File: config.mk
export PLATFORM = sky130hd
export DESIGN_NAME = midi_byte_stream_parser_flat
export DESIGN_NICKNAME = d
export VERILOG_FILES = /design/src/rtl/mbsp_pkg.sv /design/src/rtl/mbsp_if.sv /design/src/rtl/mbsp_in_reg.sv /design/src/rtl/mbsp_decode.sv /design/src/rtl/mbsp_out_reg.sv /design/src/rtl/midi_byte_stream_parser.sv /design/src/flat_wrapper.sv
export SDC_FILE = /design/constraint.sdc
export NUM_CORES = 1
export LEC_CHECK = 0
export BUFFER_PORTS_ARGS = -buffer_cell sky130_fd_sc_hd__buf_4
export CAP_MARGIN = 20
export CELL_PAD_IN_SITES_DETAIL_PLACEMENT = 0
export CELL_PAD_IN_SITES_GLOBAL_PLACEMENT = 1
export CORE_MARGIN = 3
export CORE_UTILIZATION = 49
export CTS_BUF_LIST = sky130_fd_sc_hd__clkbuf_8 sky130_fd_sc_hd__clkbuf_16
export DETAILED_ROUTE_END_ITERATION = 10
export PLACE_DENSITY_LB_ADDON = 0.12
export SLEW_MARGIN = 10
export SYNTH_ARGS = -nofsm -noshare
export SYNTH_HDL_FRONTEND = slang
export SYNTH_SLANG_ARGS = --single-unit
File: constraint.sdc
create_clock -name clk -period 10.3 [get_ports clk]
set_input_delay 2.06 -clock clk [delete_from_list [all_inputs] [get_ports clk]]
set_output_delay 2.06 -clock clk [all_outputs]
set_load 0.005 [all_outputs]
File: src/rtl/mbsp_pkg.sv
// shared types and constants for the midi byte stream parser
package mbsp_pkg;

  // parser phase
  typedef enum logic [2:0] {
    PH_IDLE      = 3'd0,
    PH_PAIR      = 3'd1,
    PH_SX_LEN    = 3'd2,
    PH_SX_PAY    = 3'd3,
    PH_META_TYPE = 3'd4,
    PH_META_LEN  = 3'd5,
    PH_META_SKIP = 3'd6
  } phase_t;

  // event kinds
  localparam logic [3:0] EV_NOTE_OFF   = 4'd0;
  localparam logic [3:0] EV_NOTE_ON    = 4'd1;
  localparam logic [3:0] EV_NOTE_PRESS = 4'd2;
  localparam logic [3:0] EV_CC         = 4'd3;
  localparam logic [3:0] EV_PROG       = 4'd4;
  localparam logic [3:0] EV_CHAN_PRESS = 4'd5;
  localparam logic [3:0] EV_BEND       = 4'd6;
  localparam logic [3:0] EV_SX_BYTE    = 4'd7;
  localparam logic [3:0] EV_SX_EMPTY   = 4'd8;
  localparam logic [3:0] EV_QFRAME     = 4'd9;
  localparam logic [3:0] EV_SONG_POS   = 4'd10;
  localparam logic [3:0] EV_SONG_SEL   = 4'd11;
  localparam logic [3:0] EV_TUNE       = 4'd12;
  localparam logic [3:0] EV_START      = 4'd13;
  localparam logic [3:0] EV_CONTINUE   = 4'd14;
  localparam logic [3:0] EV_STOP       = 4'd15;

  // channel message high nibbles
  localparam logic [3:0] NIB_NOTE_OFF   = 4'h8;
  localparam logic [3:0] NIB_NOTE_ON    = 4'h9;
  localparam logic [3:0] NIB_NOTE_PRESS = 4'hA;
  localparam logic [3:0] NIB_CC         = 4'hB;
  localparam logic [3:0] NIB_PROG       = 4'hC;
  localparam logic [3:0] NIB_CHAN_PRESS = 4'hD;
  localparam logic [3:0] NIB_BEND       = 4'hE;

  // system status bytes
  localparam logic [7:0] ST_SYSEX    = 8'hF0;
  localparam logic [7:0] ST_QFRAME   = 8'hF1;
  localparam logic [7:0] ST_SONG_POS = 8'hF2;
  localparam logic [7:0] ST_SONG_SEL = 8'hF3;
  localparam logic [7:0] ST_TUNE     = 8'hF6;
  localparam logic [7:0] ST_START    = 8'hFA;
  localparam logic [7:0] ST_CONTINUE = 8'hFB;
  localparam logic [7:0] ST_STOP     = 8'hFC;
  localparam logic [7:0] ST_META     = 8'hFF;

  localparam int unsigned LEN_W   = 21;
  localparam int unsigned GROUP_W = 7;
  localparam logic [1:0]  LAST_GROUP = 2'd2;

  typedef struct packed {
    logic [3:0]  event_kind;
    logic [3:0]  channel;
    logic [6:0]  data_one;
    logic [6:0]  data_two;
    logic [13:0] wide_value;
    logic [7:0]  payload_byte;
    logic        payload_last;
  } result_t;

  function automatic logic [6:0] clamp7(input logic [7:0] b);
    clamp7 = b[7] ? 7'h7F : b[6:0];
  endfunction

endpackage

File: src/rtl/mbsp_if.sv
// channel interfaces: byte input and parsed event output
interface mbsp_in_if;
  logic       valid;
  logic       ready;
  logic [7:0] rx_byte;

  modport source (output valid, output rx_byte, input ready);
  modport sink   (input valid, input rx_byte, output ready);
endinterface

interface mbsp_out_if;
  logic        valid;
  logic        ready;
  logic [3:0]  event_kind;
  logic [3:0]  channel;
  logic [6:0]  data_one;
  logic [6:0]  data_two;
  logic [13:0] wide_value;
  logic [7:0]  payload_byte;
  logic        payload_last;

  modport source (output valid, output event_kind, output channel, output data_one,
                  output data_two, output wide_value, output payload_byte,
                  output payload_last, input ready);
  modport sink   (input valid, input event_kind, input channel, input data_one,
                  input data_two, input wide_value, input payload_byte,
                  input payload_last, output ready);
endinterface

File: src/rtl/mbsp_in_reg.sv
// input register stage holding one received byte
module mbsp_in_reg (
  input  logic       clk,
  input  logic       rst_n,
  input  logic       in_valid,
  output logic       in_ready,
  input  logic [7:0] in_byte,
  output logic       hold_valid,
  output logic [7:0] hold_byte,
  input  logic       advance
);
  import mbsp_pkg::*;

  logic       valid_r;
  logic       valid_nxt;
  logic [7:0] byte_r;

  assign in_ready   = !valid_r || advance;
  assign hold_valid = valid_r;
  assign hold_byte  = byte_r;

  always_comb begin
    valid_nxt = valid_r;
    if (in_ready) begin
      valid_nxt = in_valid;
    end
  end

  always_ff @(posedge clk) begin
    if (!rst_n) begin
      valid_r <= 1'b0;
    end else begin
      valid_r <= valid_nxt;
    end
  end

  always_ff @(posedge clk) begin
    if (in_ready && in_valid) begin
      byte_r <= in_byte;
    end
  end
endmodule

File: src/rtl/mbsp_decode.sv
// parser state and per-byte decode
module mbsp_decode (
  input  logic              clk,
  input  logic              rst_n,
  input  logic [7:0]        rx_byte,
  input  logic              fire,
  output logic              res_valid,
  output mbsp_pkg::result_t res
);
  import mbsp_pkg::*;

  logic [7:0]       status_r, status_nxt;
  phase_t           phase_r, phase_nxt;
  logic [6:0]       held_r, held_nxt;
  logic [LEN_W-1:0] acc_r, acc_nxt;
  logic [1:0]       groups_r, groups_nxt;
  logic [LEN_W-1:0] remain_r, remain_nxt;

  logic [6:0]       clamped;
  logic             len_cont;
  logic [LEN_W-1:0] acc_base;
  logic [1:0]       groups_base;
  logic [LEN_W-1:0] acc_new;
  logic             len_done;
  logic [1:0]       groups_new;
  logic [LEN_W-1:0] remain_dec;
  logic             sx_len;

  assign clamped     = clamp7(rx_byte);
  // a length prefix continues only in the length phases, else it starts from zero
  assign len_cont    = (phase_r == PH_SX_LEN) || (phase_r == PH_META_LEN);
  assign acc_base    = len_cont ? acc_r : '0;
  assign groups_base = len_cont ? groups_r : 2'd0;
  assign acc_new     = {acc_base[LEN_W-GROUP_W-1:0], rx_byte[6:0]};
  assign len_done    = !(rx_byte[7] && (groups_base < LAST_GROUP));
  assign groups_new  = len_done ? 2'd0 : groups_base + 2'd1;
  assign remain_dec  = remain_r - LEN_W'(1);

  always_comb begin
    status_nxt = status_r;
    phase_nxt  = phase_r;
    held_nxt   = held_r;
    acc_nxt    = acc_r;
    groups_nxt = groups_r;
    remain_nxt = remain_r;
    res_valid  = 1'b0;
    res        = '0;
    sx_len     = 1'b0;

    case (phase_r)
      PH_PAIR: begin
        phase_nxt    = PH_IDLE;
        res.channel  = status_r[3:0];
        res.data_one = held_r;
        res.data_two = clamped;
        case (status_r[7:4])
          NIB_NOTE_OFF: begin
            res_valid      = 1'b1;
            res.event_kind = EV_NOTE_OFF;
          end
          NIB_NOTE_ON: begin
            res_valid      = 1'b1;
            res.event_kind = EV_NOTE_ON;
          end
          NIB_NOTE_PRESS: begin
            res_valid      = 1'b1;
            res.event_kind = EV_NOTE_PRESS;
          end
          NIB_CC: begin
            res_valid      = 1'b1;
            res.event_kind = EV_CC;
          end
          NIB_BEND: begin
            res_valid      = 1'b1;
            res.event_kind = EV_BEND;
            res.wide_value = {clamped, held_r};
          end
          default: begin
            res.channel = 4'd0;
            if (status_r == ST_SONG_POS) begin
              res_valid      = 1'b1;
              res.event_kind = EV_SONG_POS;
              res.wide_value = {clamped, held_r};
            end
          end
        endcase
      end
      PH_SX_LEN: begin
        sx_len = 1'b1;
      end
      PH_SX_PAY: begin
        remain_nxt       = remain_dec;
        res_valid        = 1'b1;
        res.event_kind   = EV_SX_BYTE;
        res.payload_byte = rx_byte;
        res.payload_last = (remain_dec == '0);
        if (remain_dec == '0) begin
          phase_nxt = PH_IDLE;
        end
      end
      PH_META_TYPE: begin
        acc_nxt    = '0;
        groups_nxt = 2'd0;
        phase_nxt  = PH_META_LEN;
      end
      PH_META_LEN: begin
        acc_nxt    = acc_new;
        groups_nxt = groups_new;
        if (len_done) begin
          if (acc_new == '0) begin
            phase_nxt = PH_IDLE;
          end else begin
            remain_nxt = acc_new;
            phase_nxt  = PH_META_SKIP;
          end
        end
      end
      PH_META_SKIP: begin
        remain_nxt = remain_dec;
        if (remain_dec == '0) begin
          phase_nxt = PH_IDLE;
        end
      end
      default: begin
        phase_nxt = PH_IDLE;
        if (rx_byte[7]) begin
          status_nxt = rx_byte;
          case (rx_byte)
            ST_SYSEX: begin
              acc_nxt    = '0;
              groups_nxt = 2'd0;
              phase_nxt  = PH_SX_LEN;
            end
            ST_META: begin
              phase_nxt = PH_META_TYPE;
            end
            ST_TUNE: begin
              res_valid      = 1'b1;
              res.event_kind = EV_TUNE;
            end
            ST_START: begin
              res_valid      = 1'b1;
              res.event_kind = EV_START;
            end
            ST_CONTINUE: begin
              res_valid      = 1'b1;
              res.event_kind = EV_CONTINUE;
            end
            ST_STOP: begin
              res_valid      = 1'b1;
              res.event_kind = EV_STOP;
            end
            default: begin
            end
          endcase
        end else begin
          // data byte under running status
          case (status_r[7:4])
            NIB_NOTE_OFF, NIB_NOTE_ON, NIB_NOTE_PRESS, NIB_CC, NIB_BEND: begin
              held_nxt  = clamped;
              phase_nxt = PH_PAIR;
            end
            NIB_PROG: begin
              res_valid      = 1'b1;
              res.event_kind = EV_PROG;
              res.channel    = status_r[3:0];
              res.data_one   = clamped;
            end
            NIB_CHAN_PRESS: begin
              res_valid      = 1'b1;
              res.event_kind = EV_CHAN_PRESS;
              res.channel    = status_r[3:0];
              res.data_one   = clamped;
            end
            default: begin
              case (status_r)
                ST_SYSEX: begin
                  sx_len = 1'b1;
                end
                ST_QFRAME: begin
                  res_valid      = 1'b1;
                  res.event_kind = EV_QFRAME;
                  res.data_one   = {4'd0, rx_byte[6:4]};
                  res.data_two   = {3'd0, rx_byte[3:0]};
                end
                ST_SONG_POS: begin
                  held_nxt  = clamped;
                  phase_nxt = PH_PAIR;
                end
                ST_SONG_SEL: begin
                  res_valid      = 1'b1;
                  res.event_kind = EV_SONG_SEL;
                  res.data_one   = clamped;
                end
                ST_META: begin
                  acc_nxt    = '0;
                  groups_nxt = 2'd0;
                  phase_nxt  = PH_META_LEN;
                end
                default: begin
                end
              endcase
            end
          endcase
        end
      end
    endcase

    // sysex length prefix byte, from the length phase or as the first data byte
    if (sx_len) begin
      acc_nxt    = acc_new;
      groups_nxt = groups_new;
      if (!len_done) begin
        phase_nxt = PH_SX_LEN;
      end else if (acc_new == '0) begin
        phase_nxt        = PH_IDLE;
        res_valid        = 1'b1;
        res.event_kind   = EV_SX_EMPTY;
        res.payload_last = 1'b1;
      end else begin
        remain_nxt = acc_new;
        phase_nxt  = PH_SX_PAY;
      end
    end
  end

  always_ff @(posedge clk) begin
    if (!rst_n) begin
      status_r <= '0;
      phase_r  <= PH_IDLE;
      held_r   <= '0;
      acc_r    <= '0;
      groups_r <= '0;
      remain_r <= '0;
    end else if (fire) begin
      status_r <= status_nxt;
      phase_r  <= phase_nxt;
      held_r   <= held_nxt;
      acc_r    <= acc_nxt;
      groups_r <= groups_nxt;
      remain_r <= remain_nxt;
    end
  end
endmodule

File: src/rtl/mbsp_out_reg.sv
// result register feeding the event channel
module mbsp_out_reg (
  input  logic              clk,
  input  logic              rst_n,
  input  logic              load,
  input  mbsp_pkg::result_t res,
  output logic              free,
  output logic              out_valid,
  input  logic              out_ready,
  output mbsp_pkg::result_t out_res
);
  import mbsp_pkg::*;

  logic    valid_r, valid_nxt;
  result_t res_r;

  assign free      = !valid_r || out_ready;
  assign out_valid = valid_r;
  assign out_res   = res_r;

  always_comb begin
    valid_nxt = valid_r;
    if (load) begin
      valid_nxt = 1'b1;
    end else if (out_ready) begin
      valid_nxt = 1'b0;
    end
  end

  always_ff @(posedge clk) begin
    if (!rst_n) begin
      valid_r <= 1'b0;
    end else begin
      valid_r <= valid_nxt;
    end
  end

  always_ff @(posedge clk) begin
    if (load) begin
      res_r <= res;
    end
  end
endmodule

File: src/rtl/midi_byte_stream_parser.sv
// top level of the midi byte stream parser
//
//   channel   dir  payload                                     transfer when
//   in_bus    in   rx_byte                                     valid && ready
//   out_bus   out  event_kind channel data_one data_two        valid && ready
//                  wide_value payload_byte payload_last
//
// one byte per cycle while the output register does not stall: a byte is registered in the
// input register and decoded there, and its event, if any, is registered in the output
// register when the byte moves on.
// a byte that makes no event moves on even while the output register is stalled;
// one that makes an event waits in the input register until the output frees.
// synchronous active-low reset clears the stored status and returns to idle.
module midi_byte_stream_parser (
  input logic         clk,
  input logic         rst_n,
  mbsp_in_if.sink     in_bus,
  mbsp_out_if.source  out_bus
);
  import mbsp_pkg::*;

  logic       hold_valid;
  logic [7:0] hold_byte;
  logic       advance;
  logic       res_valid;
  result_t    res;
  logic       out_free;
  result_t    out_res;

  mbsp_in_reg u_in_reg (
    .clk        (clk),
    .rst_n      (rst_n),
    .in_valid   (in_bus.valid),
    .in_ready   (in_bus.ready),
    .in_byte    (in_bus.rx_byte),
    .hold_valid (hold_valid),
    .hold_byte  (hold_byte),
    .advance    (advance)
  );

  mbsp_decode u_decode (
    .clk       (clk),
    .rst_n     (rst_n),
    .rx_byte   (hold_byte),
    .fire      (advance),
    .res_valid (res_valid),
    .res       (res)
  );

  assign advance = hold_valid && (!res_valid || out_free);

  mbsp_out_reg u_out_reg (
    .clk       (clk),
    .rst_n     (rst_n),
    .load      (advance && res_valid),
    .res       (res),
    .free      (out_free),
    .out_valid (out_bus.valid),
    .out_ready (out_bus.ready),
    .out_res   (out_res)
  );

  assign out_bus.event_kind   = out_res.event_kind;
  assign out_bus.channel      = out_res.channel;
  assign out_bus.data_one     = out_res.data_one;
  assign out_bus.data_two     = out_res.data_two;
  assign out_bus.wide_value   = out_res.wide_value;
  assign out_bus.payload_byte = out_res.payload_byte;
  assign out_bus.payload_last = out_res.payload_last;
endmodule
File: src/flat_wrapper.sv
// flat-port wrapper written by rule: the top's interface ports become plain ports
module midi_byte_stream_parser_flat import mbsp_pkg::*;
  (clk, rst_n, in_bus_valid, in_bus_rx_byte, in_bus_ready, out_bus_valid, out_bus_event_kind, out_bus_channel, out_bus_data_one, out_bus_data_two, out_bus_wide_value, out_bus_payload_byte, out_bus_payload_last, out_bus_ready);
  mbsp_in_if in_bus_i ();
  mbsp_out_if out_bus_i ();
  input logic clk;
  input logic rst_n;
  input wire logic [$bits(in_bus_i.valid)-1:0] in_bus_valid;
  input wire logic [$bits(in_bus_i.rx_byte)-1:0] in_bus_rx_byte;
  output wire logic [$bits(in_bus_i.ready)-1:0] in_bus_ready;
  output wire logic [$bits(out_bus_i.valid)-1:0] out_bus_valid;
  output wire logic [$bits(out_bus_i.event_kind)-1:0] out_bus_event_kind;
  output wire logic [$bits(out_bus_i.channel)-1:0] out_bus_channel;
  output wire logic [$bits(out_bus_i.data_one)-1:0] out_bus_data_one;
  output wire logic [$bits(out_bus_i.data_two)-1:0] out_bus_data_two;
  output wire logic [$bits(out_bus_i.wide_value)-1:0] out_bus_wide_value;
  output wire logic [$bits(out_bus_i.payload_byte)-1:0] out_bus_payload_byte;
  output wire logic [$bits(out_bus_i.payload_last)-1:0] out_bus_payload_last;
  input wire logic [$bits(out_bus_i.ready)-1:0] out_bus_ready;
  assign in_bus_i.valid = in_bus_valid;
  assign in_bus_i.rx_byte = in_bus_rx_byte;
  assign in_bus_ready = in_bus_i.ready;
  assign out_bus_valid = out_bus_i.valid;
  assign out_bus_event_kind = out_bus_i.event_kind;
  assign out_bus_channel = out_bus_i.channel;
  assign out_bus_data_one = out_bus_i.data_one;
  assign out_bus_data_two = out_bus_i.data_two;
  assign out_bus_wide_value = out_bus_i.wide_value;
  assign out_bus_payload_byte = out_bus_i.payload_byte;
  assign out_bus_payload_last = out_bus_i.payload_last;
  assign out_bus_i.ready = out_bus_ready;
  midi_byte_stream_parser u_core (.clk(clk), .rst_n(rst_n), .in_bus(in_bus_i), .out_bus(out_bus_i));
endmodule
Word-level counts from Yosys, hierarchy flattened --
Cells that the tools add are included.
Storage, ports and cells: register bits 110, input port bits 12, output and inout bits 47
Operators by class: $add $sub $neg 2, magnitude comparators 1, equality and inequality tests 30, mux-type cells 75, bitwise gates (word level) 3, reductions and logical operators 32
Operators with widths (number):
- 21-bit two-way mux | 5
- 14-bit two-way mux | 7
- 8-bit equality test, second input constant | 11
- 21-bit logical NOT | 2
- 14-bit one-hot mux with 3 select lines | 1
- 21-bit one-hot mux with 2 select lines | 1
- 7-bit one-hot mux with 2 select lines | 3
- 4-bit two-way mux | 9
- 18-bit one-hot mux with 2 select lines | 1
- 4-bit equality test, second input constant | 7
- 14-bit one-hot mux with 2 select lines | 1
- 4-bit one-hot mux with 3 select lines | 2
- 21-bit by 1-bit subtractor with 21-bit output, second input constant | 1
- 4-bit one-hot mux with 5 select lines | 1
- 18-bit two-way mux | 1
- 2-bit two-way mux | 9
- 3-bit one-hot mux with 2 select lines | 3
- 1-bit two-way mux | 17
- 4-bit one-hot mux with 4 select lines | 1
- 4-bit OR reduction | 4
- 3-bit two-way mux | 5
- 3-bit one-hot mux with 5 select lines | 1
- 5-bit OR reduction | 3
- 7-bit two-way mux | 2
- other kinds (27) | 45

Longest topological paths before layout --
Gate-level depths: netlist of run 1.
depth after elaboration 14, depth in mapped cells 11

Modules after synthesis --
From an unflattened synthesis of run 1, not the netlist that was laid out.
Unflattened totals: cell total of the unflattened synthesis 621, area, all modules 5992.0 µm²
Modules (own cells, without submodules):
- mbsp_decode | times used 1, cells each 556, area each 4275.4 µm², sequential area each 1101.1 µm²
- mbsp_out_reg | times used 1, cells each 49, area each 1400.1 µm², sequential area each 1371.3 µm²
- mbsp_in_reg | times used 1, cells each 13, area each 297.8 µm², sequential area each 260.2 µm²
- midi_byte_stream_parser | times used 1, cells each 3, area each 18.8 µm², sequential area each 0.0 µm²

Worst setup path before layout of run 1 --
OpenSTA, ideal clock, no wires.
path type input to register, start point input port out_bus_ready, end point register u_core.u_out_reg.res_r, in the netlist u_core.u_out_reg.out_res[0], enable pin, library setup time 0.449 ns, arrival time 4.490 ns, required time 9.851 ns, setup slack 5.361 ns, cell stages on the path 5, path through nor2b_1 > nor2b_1 > a21oi_1 > clkbuf_1 > nor2_1
On the way: cells in the longest elaborated chain, start to end 4
Ends and longest elaborated chain:
- from (decl) | RTL line flat_wrapper.sv:19 | input wire logic [$bits(out_bus_i.ready)-1:0] out_bus_ready;
- 1-bit logical OR | RTL line mbsp_out_reg.sv:17 | assign free = !valid_r || out_ready;
- 1-bit logical OR | RTL line midi_byte_stream_parser.sv:50 | assign advance = hold_valid && (!res_valid || out_free);
- 1-bit logical AND | RTL line midi_byte_stream_parser.sv:50
- 1-bit logical AND | RTL line midi_byte_stream_parser.sv:55 | .load (advance && res_valid),
- net u_core.u_out_reg.load | RTL line mbsp_out_reg.sv:5 | input logic load,
- to (signal assigned) | RTL line mbsp_out_reg.sv:40 | res_r <= res;
- to (decl) | RTL line mbsp_out_reg.sv:15 | result_t res_r;
The timed path passes the listed nets, and every way through them passes these cells. A chain may end at the register's enable or synchronous reset.

Worst setup path in the final report of run 1 --
start point register u_core.u_in_reg.byte_r[7] (netlist: u_core.u_in_reg.hold_byte[7]), end point output port in_bus_ready
On the way: cells in the longest elaborated chain, start to end 12
Ends and longest elaborated chain:
- from (decl) | RTL line mbsp_in_reg.sv:16 | logic [7:0] byte_r;
- from (signal assigned) | RTL line mbsp_in_reg.sv:39 | byte_r <= in_byte;
- 8-bit equality test | RTL line mbsp_decode.sv:128 | case (rx_byte)
- 4-bit OR reduction (no source line)
- 1-bit two-way mux | RTL line mbsp_decode.sv:128
- 1-bit two-way mux | RTL line mbsp_decode.sv:126 | if (rx_byte[7]) begin
- 1-bit one-hot mux with 3 select lines | RTL line mbsp_decode.sv:50 | case (phase_r)
- 1-bit two-way mux | RTL line mbsp_decode.sv:215 | end else if (acc_new == '0) begin
- 1-bit two-way mux | RTL line mbsp_decode.sv:213 | if (!len_done) begin
- 1-bit two-way mux (*) | RTL line mbsp_decode.sv:210 | if (sx_len) begin
- 1-bit logical NOT (*) | RTL line midi_byte_stream_parser.sv:50
- 1-bit logical OR (*) | RTL line midi_byte_stream_parser.sv:50
- 1-bit logical AND (*) | RTL line midi_byte_stream_parser.sv:50
- 1-bit logical OR (*) | RTL line mbsp_in_reg.sv:18 | assign in_ready = !valid_r || advance;
- to (decl) | RTL line flat_wrapper.sv:10 | output wire logic [$bits(in_bus_i.ready)-1:0] in_bus_ready;
Mark *: on every way between the ends. The rest lies on a longest branch, timed or not.

==> results of run 1 <==
-- metal layers --
metal,vias up,track usage,share of wire
li1,2586,-,-
met1,2564,0.371,0.46
met2,228,0.378,0.43
met3,32,0.0756,0.085
met4,0,0.0772,0.018
met5,-,0,0
-- critical path, stage by stage, from the launching register on --
cell and delay [ns]:
sky130_fd_sc_hd__edfxtp_1 0.95, sky130_fd_sc_hd__nor2b_1 0.31, sky130_fd_sc_hd__nor2_1 0.09, sky130_fd_sc_hd__o221ai_1 0.31, sky130_fd_sc_hd__a21boi_1 0.34, sky130_fd_sc_hd__nor3b_1 0.42, sky130_fd_sc_hd__nand3b_1 0.23, sky130_fd_sc_hd__buf_4 0.14
-- cell families (layout without fill, tap and decap cells) --
kind of cell / count (synthesis) / count (layout) / share of synthesized area
AND/OR/NAND/NOR: 261 / 261 / 0.228
AO/OA/AOI/OAI: 220 / 220 / 0.228
flip-flops: 110 / 110 / 0.452
buffers and inverters: 68 / 89 / 0.0454
multiplexers: 18 / 18 / 0.0302
XOR/XNOR: 8 / 8 / 0.0116
adder cells (fa/ha/maj): 2 / 2 / 0.00414
-- path summary, 6_finish.rpt --
kind / slack [ns] / depth (start not counted) / endpoint
worst max-delay path: 5.09 / 7 / in_bus_ready
worst min-delay path: 0.48 / 2 / u_core.u_decode.held_r[5]
worst max register to register: 6.76 / 7 / u_core.u_decode.held_r[2]
worst min register to register: 0.48 / 2 / u_core.u_decode.held_r[5]
-- cell usage in the layout, fill, tap and decap left out, types with 4 or more instances in the layout --
master                      count
sky130_fd_sc_hd__o21ai_0       71
sky130_fd_sc_hd__buf_4         63
sky130_fd_sc_hd__nand2_1       60
sky130_fd_sc_hd__a21oi_1       59
sky130_fd_sc_hd__dfxtp_1       57
sky130_fd_sc_hd__edfxtp_1      53
sky130_fd_sc_hd__nor2_1        52
sky130_fd_sc_hd__and2_1        27
sky130_fd_sc_hd__nand4_1       21
sky130_fd_sc_hd__mux2i_1       16
sky130_fd_sc_hd__o2bb2ai_1     16
sky130_fd_sc_hd__nor3_1        14
sky130_fd_sc_hd__nor4_1        12
sky130_fd_sc_hd__nand3_1       11
sky130_fd_sc_hd__clkbuf_16      9
sky130_fd_sc_hd__a22oi_1        8
sky130_fd_sc_hd__o21a_1         8
sky130_fd_sc_hd__or3_1          7
sky130_fd_sc_hd__or2_2          7
sky130_fd_sc_hd__inv_1          7
sky130_fd_sc_hd__and3_1         7
sky130_fd_sc_hd__nand2b_1       6
sky130_fd_sc_hd__nor2b_1        6
sky130_fd_sc_hd__a31oi_1        6
sky130_fd_sc_hd__nand3b_1       5
sky130_fd_sc_hd__xor2_1         5
sky130_fd_sc_hd__nor3b_1        5
sky130_fd_sc_hd__a22o_1         5
sky130_fd_sc_hd__a21o_1         5
sky130_fd_sc_hd__o31ai_1        5
sky130_fd_sc_hd__a211oi_1       4
sky130_fd_sc_hd__o211ai_1       4
sky130_fd_sc_hd__or4_1          4
sky130_fd_sc_hd__o22ai_1        4
sky130_fd_sc_hd__a21boi_0       4
-- layout make-up --
cell class / instances / area (um2) / share of cell area
clock inverters: 7 / 47.5 / 0.00702
flip-flops and latches: 110 / 2730 / 0.403
clock buffers: 9 / 225 / 0.0333
repair buffers: 66 / 503 / 0.0743
inverters: 7 / 26.3 / 0.00388
multi-input cells: 509 / 3060 / 0.452
well taps: 143 / 179 / 0.0264
-- where the power goes --
| part | internal (mW) | switching [mW] |
|---|---|---|
| Combinational | 0.0223 | 0.0362 |
| Clock | 0.164 | 0.161 |
| Sequential | 0.465 | 0.0203 |
-- per-stage QoR --
| step | utilization | power (mW) | hold WS (ns) | instance area [um2] |
|---|---|---|---|---|
| after floorplan | - | 0.527 | 0.443 | 6040 |
| after global placement | 0.552 | 0.551 | 0.462 | 6470 |
| after detailed placement | 0.555 | 0.553 | 0.470 | 6490 |
| after CTS | 0.578 | 0.874 | 0.480 | 6770 |
| after global routing | 0.578 | 0.901 | 0.503 | 6770 |
| final | 0.578 | 0.869 | 0.480 | 6770 |
-- sequential cells by signal, indices dropped and copies added, names as in the netlist --
signal                      cells
u_core.u_in_reg.hold_byte       8
u_core.u_decode.groups_r        2
u_core.u_decode.remain_r       21
u_core.u_decode.phase_r         3
u_core.u_out_reg.out_valid      1
u_core.u_decode.held_r          7
u_core.u_decode.acc_r          14
u_core.u_in_reg.hold_valid      1
u_core.u_out_reg.out_res       45
u_core.u_decode.status_r        8
==> run metrics, run 1 <==
final count of pins violating max slew 0; worst slew margin relative to its limit 0.334; Via Count between 5000 and 6000; count of input and output buffers 58; number of warning messages in the yosys log 0; Area growth syn-to-layout 12.1%; die height 117 um; synthesized cell area 6040 um2; count of flip-flops with a built-in enable after synthesis 53; Post-DRT Antenna Nets 0; non-filler cells in the finished layout between 800 and 900; maximum number of pins on one net before global-route repair 43; unrepaired setup endpoints after global routing no; initial DRC count 523; antenna violations before repair 0; kind of end point of the critical path output port; die footprint 13700 um2; post-synthesis sequential element count 110; root buf cell sky130_fd_sc_hd__clkbuf_16; share of the synthesized area in the top cell type 0.263; required time at the worst-slack endpoint 8.24 ns; drt drc 0; area of the core 11700 um2; average cell area after synthesis 8.79 um2; total number of clock tree sinks 110; Final Hold Violating Endpoints 0; TritonCTS buffer count 9; count of standard-cell rows 39; worst slew pin tran 0.998 ns; H-tree Lvls 3; Setup Skew 0.00743 ns; overall overflow remaining after global route 0; leakage power figure 2.40 nW; Max Fanout on Critical Path 28; dominant register cell in the synthesized netlist sky130_fd_sc_hd__dfxtp_1; synthesized netlist cell count 687; Worst Path Class, Setup flip-flop to output port; Critical Path Start Type flip-flop; later-pin clock latency in the skew report ~0.36 ns; total instance count after detailed placement 834; Starting Density 0.516; crit path from u_core.u_in_reg.hold_byte[7]; endpoint arrival time on the critical path approximately 3.2 ns; syn nets 701; GPL Wtd Cong 0.940; Worst Setup Slack, final 5.09 ns; highest ir drop seen on vdd 0.124 mV; share of final-layout standard cells stronger than drive strength 1 0.145; portion of the clock cycle consumed by the worst path in the final layout 0.505; count leader, synth sky130_fd_sc_hd__o21ai_0; post-layout minimum cycle time 5.21 ns; share of flip-flops with an asynchronous set or reset 0; average wire per standard cell 19.9 um; Hold Path Class flip-flop to flip-flop; count of endpoints failing setup in the final report 0; number of antenna diodes 0; number of ports placed on the die boundary 59; wire length of the first global-routing pass 27500 um; post-CTS setup buffer count 0; reg2reg start u_core.u_in_reg.hold_byte[7]; worst setup timing slack at the placement stage 5.49 ns; Final #Nets just over 700; number of global-route vias before repair 5139; max-cap viol count 0; final-layout setup total negative slack 0 ns; Total Routed Length 17000 um; power per standard cell area 128 nW/um2; total track usage 0.258; status completed; maximum clock frequency 192 MHz; Chip Width 117 um; detail-routed via count per cell roughly 6.4; post-detailed-placement half-perimeter wirelength 11400 um; sequential cell area fraction in the yosys report 0.452; Layout fillers ~1100; post-synthesis cell type with the largest combined area sky130_fd_sc_hd__edfxtp_1; synth cell count leaders sky130_fd_sc_hd__o21ai_0, sky130_fd_sc_hd__a21oi_1, sky130_fd_sc_hd__nand2_1; clock edge transition at the registers on the reported setup and hold paths approximately 0.070 ns; hold buffer count at cts 0; TritonCTS clock tree done; largest cells by area after synthesis sky130_fd_sc_hd__edfxtp_1, sky130_fd_sc_hd__dfxtp_1, sky130_fd_sc_hd__o21ai_0, sky130_fd_sc_hd__a21oi_1, sky130_fd_sc_hd__nand2_1; count of instances resized after the clock tree is built 0; number of different library cells in the post-synthesis netlist 63; number of detailed-route iterations in the first pass 5; buffer depth of the longest clock path 2; beginning of the worst hold path u_core.u_decode.held_r[5]
(Power assumes the default switching activity.)
==> inputs of run 2 (changes only) <==
--- a/config.mk
+++ b/config.mk
@@ -10,7 +10,7 @@
 export CELL_PAD_IN_SITES_DETAIL_PLACEMENT = 0
 export CELL_PAD_IN_SITES_GLOBAL_PLACEMENT = 1
 export CORE_MARGIN = 3
-export CORE_UTILIZATION = 49
+export CORE_UTILIZATION = 45
 export CTS_BUF_LIST = sky130_fd_sc_hd__clkbuf_8 sky130_fd_sc_hd__clkbuf_16
 export DETAILED_ROUTE_END_ITERATION = 10
 export PLACE_DENSITY_LB_ADDON = 0.12
==> constraint.sdc (replaced) <==
create_clock -name clk -period 5 [get_ports clk]
set_input_delay 1 -clock clk [delete_from_list [all_inputs] [get_ports clk]]
set_output_delay 1 -clock clk [all_outputs]
set_load 0.005 [all_outputs]
==> run metrics, run 2 (synthesis results as in run 1) <==
TritonCTS clock tree done (unchanged); Hold Path Class flip-flop to flip-flop (unchanged); Area growth syn-to-layout 13.5% (was 12.1%); clock edge transition at the registers on the reported setup and hold paths 0.08 ns (was 0.07 ns); average wire per standard cell 19.2 um (was 19.9 um); final-layout setup total negative slack 0 ns (unchanged); kind of cell adding the most delay to the critical path compound AO/OA/AOI/OAI gates (was simple AND/OR/NAND/NOR gates); r2r setup slk 1.29 ns (was 6.76 ns); buffer depth of the longest clock path 2 (unchanged); count of instances resized after the clock tree is built 0 (unchanged); max-cap viol count 0 (unchanged); count of input and output buffers 58 (unchanged); area of the core 12900 um2 (was 11700 um2); Met2 Routed Length 7320 um (was 7330 um); portion of the clock cycle consumed by the worst path in the final layout 0.818; maximum number of pins on one net before global-route repair 43 (unchanged); status completed (unchanged); maximum clock frequency 244 MHz; die height 122 um (was 117 um); Setup Skew 0.00772 ns (was 0.00743 ns); Final Hold Violating Endpoints 0 (unchanged); Final Hold Slack 0.477 ns (was 0.480 ns); later-pin clock latency in the skew report 0.36 ns (about the same); total number of clock tree sinks 110 (unchanged); detail-routed via count per cell 6.08 (was 6.36); final count of pins violating max slew 0 (unchanged); Starting Density 0.469 (was 0.516); post-CTS setup buffer count 0 (unchanged); number of gates on the worst path with buffers counted 7 (unchanged); drt drc 0 (unchanged); Max Fanout on Critical Path 21 (was 28); hold buffer count at cts 0 (unchanged); Critical Path Start Type flip-flop (unchanged); unrepaired setup endpoints after global routing no (unchanged); total design power 1.90 mW (was 0.869 mW); net switching share of the total power 0.252 (was 0.250); wire length of the first global-routing pass 27100 um (was 27500 um); TritonCTS buffer count 9 (unchanged); overall overflow remaining after global route 0 (unchanged); die footprint 14800 um2 (was 13700 um2); number of cells traversed by the worst register-to-register path 8 (was 7); post-layout minimum cycle time 4.09 ns; kind of end point of the critical path output port (unchanged); worst slew pin tran 1.17 ns (was 0.998 ns); total track usage 0.232 (was 0.258); Total Routed Length 16900 um (was 17000 um); share of final-layout standard cells stronger than drive strength 1 0.148 (was 0.145); crit path from u_core.u_decode.phase_r[2] (was u_core.u_in_reg.hold_byte[7]); Post-DRT Antenna Nets 0 (unchanged); H-tree Lvls 3 (unchanged); final cell utilization of the core 0.533 (was 0.578); Layout fillers 1217 (was 1083); count of endpoints failing setup in the final report 0 (unchanged); clock share of power 0.410 (was 0.374); share of total power in sequential cells 0.524 (was 0.559); number of global-route vias before repair 4983 (was 5139); worst slew margin relative to its limit 0.214 (was 0.334); part of the power in combinational logic 0.066 (was 0.067); required time at the worst-slack endpoint 4.00 ns (was 8.24 ns); delay of the slowest critical-path stage 0.76 ns (was 0.95 ns); root buf cell sky130_fd_sc_hd__clkbuf_16 (unchanged); power per standard cell area 277 nW/um2 (was 128 nW/um2); leakage power figure 2.43 nW (was 2.40 nW); switching component of the power 0.479 mW (was 0.217 mW); capturing element of the worst setup path in_bus_ready (unchanged); Chip Width 122 um (was 117 um); worst setup timing slack at the placement stage 1.32 ns (was 5.49 ns); Worst Path Class, Setup flip-flop to output port (unchanged); endpoint arrival time on the critical path 3.09 ns (was 3.15 ns); highest ir drop seen on vdd 0.198 mV (was 0.124 mV); GPL Wtd Cong 0.868 (was 0.940); M1 wire length 8220 um (was 7880 um); Final #Nets 718 (was 717); number of ports placed on the die boundary 59 (unchanged); library cell contributing the largest single delay on the critical path sky130_fd_sc_hd__dfxtp_1 (was sky130_fd_sc_hd__edfxtp_1); internal power of the cells 1.42 mW (was 0.652 mW); most frequent cells in the layout sky130_fd_sc_hd__o21ai_0, sky130_fd_sc_hd__buf_4, sky130_fd_sc_hd__nand2_1 (unchanged); post-detailed-placement half-perimeter wirelength 11400 um (about the same); uppermost routed layer met4 (unchanged); count of standard-cell rows 41 (was 39); most common cell after layout, fill and taps aside sky130_fd_sc_hd__o21ai_0 (unchanged); Worst Setup Slack, final 0.908 ns (was 5.09 ns); antenna violations before repair 0 (unchanged); flip-flop count of the largest register after layout 45 (unchanged); number of detailed-route iterations in the first pass 6 (was 5); reg2reg start u_core.u_decode.phase_r[2] (was u_core.u_in_reg.hold_byte[7]); initial DRC count 592 (was 523); endpoint of the most critical register-to-register path u_core.u_out_reg.out_res[44] (was u_core.u_decode.held_r[2]); Via Count 5354 (was 5410); CP bufs+invs 1 (unchanged); met3 layer wire length in the routed design 1140 um (was 1440 um); number of antenna diodes 0 (unchanged); series of cell instances along the critical path nand3_1 -> a2111oi_2 -> o221ai_1 -> a21boi_1 -> nor3b_1 -> nand3b_1 -> buf_4 (was nor2b_1 -> nor2_1 -> o221ai_1 -> a21boi_1 -> nor3b_1 -> nand3b_1 -> buf_4)
[run 2: worst min-delay path, delay by kind of cell, from the launching register on]
family           cells  cell delay, ns
flip-flops           1            0.33
AND/OR/NAND/NOR      1            0.06
multiplexers         1            0.05
[run 2: stage by stage]
stage                     instance area [um2]  cells
after floorplan                          6040    687
after global placement                   6530    864
after detailed placement                 6530    865
after CTS                                6860    881
after global routing                     6860    881
final                                    6860    881
[run 2: power by group through the flow]
| stage | logic, mW | clock network (mW) | registers, mW |
|---|---|---|---|
| 3_5_place_dp | 0.124 | 0 | 1.02 |
| 2_1_floorplan | 0.0974 | 0 | 0.989 |
| 4_1_cts | 0.124 | 0.789 | 0.995 |
| 5_1_grt | 0.137 | 0.820 | 1.00 |
| 3_3_place_gp | 0.123 | 0 | 1.01 |
| 6_report | 0.125 | 0.780 | 0.996 |
[run 2: worst min path at each step]
stage               slack (ns)                        end                       from  cells past startpoint
global placement          0.46  u_core.u_decode.held_r[6]  u_core.u_decode.held_r[6]                      2
finish                    0.48  u_core.u_decode.held_r[6]  u_core.u_decode.held_r[6]                      2
detailed placement        0.47  u_core.u_decode.held_r[6]  u_core.u_decode.held_r[6]                      2
global route              0.51  u_core.u_decode.held_r[4]  u_core.u_decode.held_r[4]                      2
floorplan                 0.44  u_core.u_decode.held_r[1]  u_core.u_decode.held_r[1]                      2
CTS                       0.48  u_core.u_decode.held_r[6]  u_core.u_decode.held_r[6]                      2
[run 2: layer usage]
layer | global-route usage | vias up
met5 | 0 | -
met4 | 0.0826 | 0
met3 | 0.0446 | 20
met2 | 0.336 | 181
met1 | 0.346 | 2558
li1 | - | 2595
[run 2: cell type report]
class / instances / area [um2] / share of cell area
Clock inverter: 6 / 86.3 / 0.0126
Tap cell: 172 / 215 / 0.0314
Sequential cell: 110 / 2730 / 0.398
Clock buffer: 10 / 239 / 0.0348
Inverter: 7 / 26.3 / 0.00383
Multi-Input combinational cell: 509 / 3060 / 0.446
Timing Repair Buffer: 67 / 500 / 0.0730
==> inputs of run 3 (changes only) <==
==> constraint.sdc (replaced) <==
create_clock -name clk -period 3.8 [get_ports clk]
set_input_delay 0.76 -clock clk [delete_from_list [all_inputs] [get_ports clk]]
set_output_delay 0.76 -clock clk [all_outputs]
set_load 0.005 [all_outputs]
==> run metrics, run 3 (synthesis results as in run 1) <==
endpoint of the most critical register-to-register path u_core.u_decode.phase_r[0] (was u_core.u_out_reg.out_res[44]); H-tree Lvls 3 (unchanged); Setup Skew 0.00621 ns (was 0.00772 ns); reg2reg start u_core.u_decode.remain_r[0] (was u_core.u_decode.phase_r[2]); switching component of the power 0.628 mW (was 0.479 mW); Worst Setup Slack, final 0.242 ns (was 0.908 ns); maximum clock frequency 281 MHz; Area growth syn-to-layout 15.6% (was 13.5%); GPL Wtd Cong 0.867 (was 0.868); kind of cell adding the most delay to the critical path compound AO/OA/AOI/OAI gates (unchanged); Hold Crit Endpoint u_core.u_decode.held_r[5] (was u_core.u_decode.held_r[6]); endpoint arrival time on the critical path 2.80 ns (was 3.09 ns); library cell contributing the largest single delay on the critical path sky130_fd_sc_hd__a2111oi_2 (was sky130_fd_sc_hd__dfxtp_1); final count of pins violating max slew 0 (unchanged); number of gates on the worst path with buffers counted 7 (unchanged); worst setup timing slack at the placement stage 0.452 ns (was 1.32 ns); max-cap viol count 0 (unchanged); post-layout minimum cycle time 3.56 ns; Hold Path Class flip-flop to flip-flop (unchanged); area of the core 12900 um2 (unchanged); worst slew pin tran 0.958 ns (was 1.17 ns); Final #Nets 732 (was 718); later-pin clock latency in the skew report 0.36 ns (about the same); die height 122 um (unchanged); share of final-layout standard cells stronger than drive strength 1 0.167 (was 0.148); initial DRC count 685 (was 592); series of cell instances along the critical path nand3_1 -> a2111oi_2 -> o221ai_1 -> a21boi_1 -> nor3b_2 -> nand3b_1 -> buf_4 (was nand3_1 -> a2111oi_2 -> o221ai_1 -> a21boi_1 -> nor3b_1 -> nand3b_1 -> buf_4); count of endpoints failing setup in the final report 0 (unchanged); number of global-route vias before repair 4957 (was 4983); leakage power figure 2.50 nW (was 2.43 nW); Final Hold Violating Endpoints 0 (unchanged); portion of the clock cycle consumed by the worst path in the final layout 0.936; post-CTS setup buffer count 0 (unchanged); Via Count 5422 (was 5354); final-layout setup total negative slack 0 ns (unchanged); share of total power in sequential cells 0.520 (was 0.524); TritonCTS buffer count 9 (unchanged); net switching share of the total power 0.253 (was 0.252); overall overflow remaining after global route 0 (unchanged); unrepaired setup endpoints after global routing no (unchanged); hold buffer count at cts 0 (unchanged); number of cells traversed by the worst register-to-register path 9 (was 8); total track usage 0.238 (was 0.232); drt drc 0 (unchanged); part of the power in combinational logic 0.079 (was 0.066); Post-DRT Antenna Nets 0 (unchanged); Chip Width 122 um (unchanged); TritonCTS clock tree done (unchanged); internal power of the cells 1.86 mW (was 1.42 mW); beginning of the worst hold path u_core.u_decode.held_r[5] (was u_core.u_decode.held_r[6]); r2r setup slk 0.61 ns (was 1.29 ns); kind of end point of the critical path output port (unchanged); number of detailed-route iterations in the first pass 5 (was 6); most common cell after layout, fill and taps aside sky130_fd_sc_hd__buf_4 (was sky130_fd_sc_hd__o21ai_0); worst hold stages 2 (unchanged); flip-flop count of the largest register after layout 45 (unchanged); worst slew margin relative to its limit 0.360 (was 0.214); number of ports placed on the die boundary 59 (unchanged); number of antenna diodes 0 (unchanged); Final Hold Slack 0.478 ns (was 0.477 ns); post-detailed-placement half-perimeter wirelength 11700 um (was 11400 um); Max Fanout on Critical Path 17 (was 21); clock edge transition at the registers on the reported setup and hold paths 0.08 ns (about the same); count of instances resized after the clock tree is built 0 (unchanged); delay of the slowest critical-path stage 0.57 ns (was 0.76 ns); root buf cell sky130_fd_sc_hd__clkbuf_16 (unchanged); Worst Path Class, Setup flip-flop to output port (unchanged); clock share of power 0.401 (was 0.410); antenna violations before repair 0 (unchanged); total number of clock tree sinks 110 (unchanged); most frequent cells in the layout sky130_fd_sc_hd__buf_4, sky130_fd_sc_hd__o21ai_0, sky130_fd_sc_hd__nand2_1 (was sky130_fd_sc_hd__o21ai_0, sky130_fd_sc_hd__buf_4, sky130_fd_sc_hd__nand2_1); Total Routed Length 17100 um (was 16900 um); power per standard cell area 356 nW/um2 (was 277 nW/um2); maximum number of pins on one net before global-route repair 44 (was 43); status completed (unchanged); count of standard-cell rows 41 (unchanged); highest ir drop seen on vdd 0.300 mV (was 0.198 mV); die footprint 14800 um2 (unchanged); wire length of the first global-routing pass 27400 um (was 27100 um); count of input and output buffers 58 (unchanged); buffer depth of the longest clock path 2 (unchanged); CP bufs+invs 1 (unchanged); average wire per standard cell 19.2 um (about the same); Starting Density 0.469 (unchanged); detail-routed via count per cell 6.06 (was 6.08); Critical Path Start Type flip-flop (unchanged); required time at the worst-slack endpoint 3.04 ns (was 4.00 ns)
## run 3: changes by cell type in the layout (fill, tap and decap cells not counted), sizes merged
| cell | previous run | this run |
|---|---|---|
| buf | 67 | 81 |
| clkbuf | 10 | 9 |
| clkinv | 1 | 2 |
| clkinvlp | 0 | 1 |
| inv | 11 | 10 |
## run 3: metal layers
metal	vias up	global-route usage	routed length, um
li1	2609	-	-
met1	2580	0.358	8110
met2	214	0.347	7470
met3	19	0.0464	1280
met4	0	0.0686	286
met5	-	0	0
## run 3: final cells by class
type	instances	area (um2)
timing repair buffer	81	633
clock inverter	7	91.3
multi-input combinational	509	3060
inverter	7	26.3
fill	1220	5890
clock buffer	9	225
tap	172	215
sequential	110	2740
## run 3: worst max path at each step
| stage | startpoint | end | slack, ns |
|---|---|---|---|
| 6_report | u_core.u_decode.phase_r[0] | in_bus_ready | 0.24 |
| 5_1_grt | u_core.u_in_reg.hold_byte[0] | in_bus_ready | 0.09 |
| 4_1_cts | u_core.u_decode.phase_r[0] | in_bus_ready | 0.03 |
| 3_5_place_dp | u_core.u_decode.phase_r[0] | in_bus_ready | 0.45 |
| 3_3_place_gp | u_core.u_decode.phase_r[0] | in_bus_ready | 0.54 |
| 2_1_floorplan | u_core.u_in_reg.hold_byte[1] | u_core.u_out_reg.out_res[0] | 0.42 |
## run 3: worst reg2reg max path: stages (launching register included)
cell                      delay, ns
sky130_fd_sc_hd__dfxtp_1       0.50
sky130_fd_sc_hd__inv_1         0.08
sky130_fd_sc_hd__ha_1          0.33
sky130_fd_sc_hd__nor3_1        0.29
sky130_fd_sc_hd__a31oi_1       0.13
sky130_fd_sc_hd__o32a_1        0.28
sky130_fd_sc_hd__or3_1         0.38
sky130_fd_sc_hd__or4_4         0.55
sky130_fd_sc_hd__a211o_1       0.32
sky130_fd_sc_hd__o221a_1       0.23
## run 3: metrics by stage
step | instances | total power [mW] | util | area, um2
after floorplan | 687 | 1.43 | - | 6040
after global placement | 879 | 1.51 | 0.517 | 6660
after detailed placement | 879 | 1.51 | 0.517 | 6660
after CTS | 895 | 2.51 | 0.542 | 6980
after global routing | 895 | 2.57 | 0.542 | 6980
final | 895 | 2.49 | 0.542 | 6980
## run 3: power by group through the flow
stage / Sequential, mW / Clock, mW / Combinational [mW]
6_report: 1.29 / 0.999 / 0.196
3_5_place_dp: 1.32 / 0 / 0.194
2_1_floorplan: 1.30 / 0 / 0.128
5_1_grt: 1.30 / 1.06 / 0.213
3_3_place_gp: 1.32 / 0 / 0.192
4_1_cts: 1.29 / 1.02 / 0.194
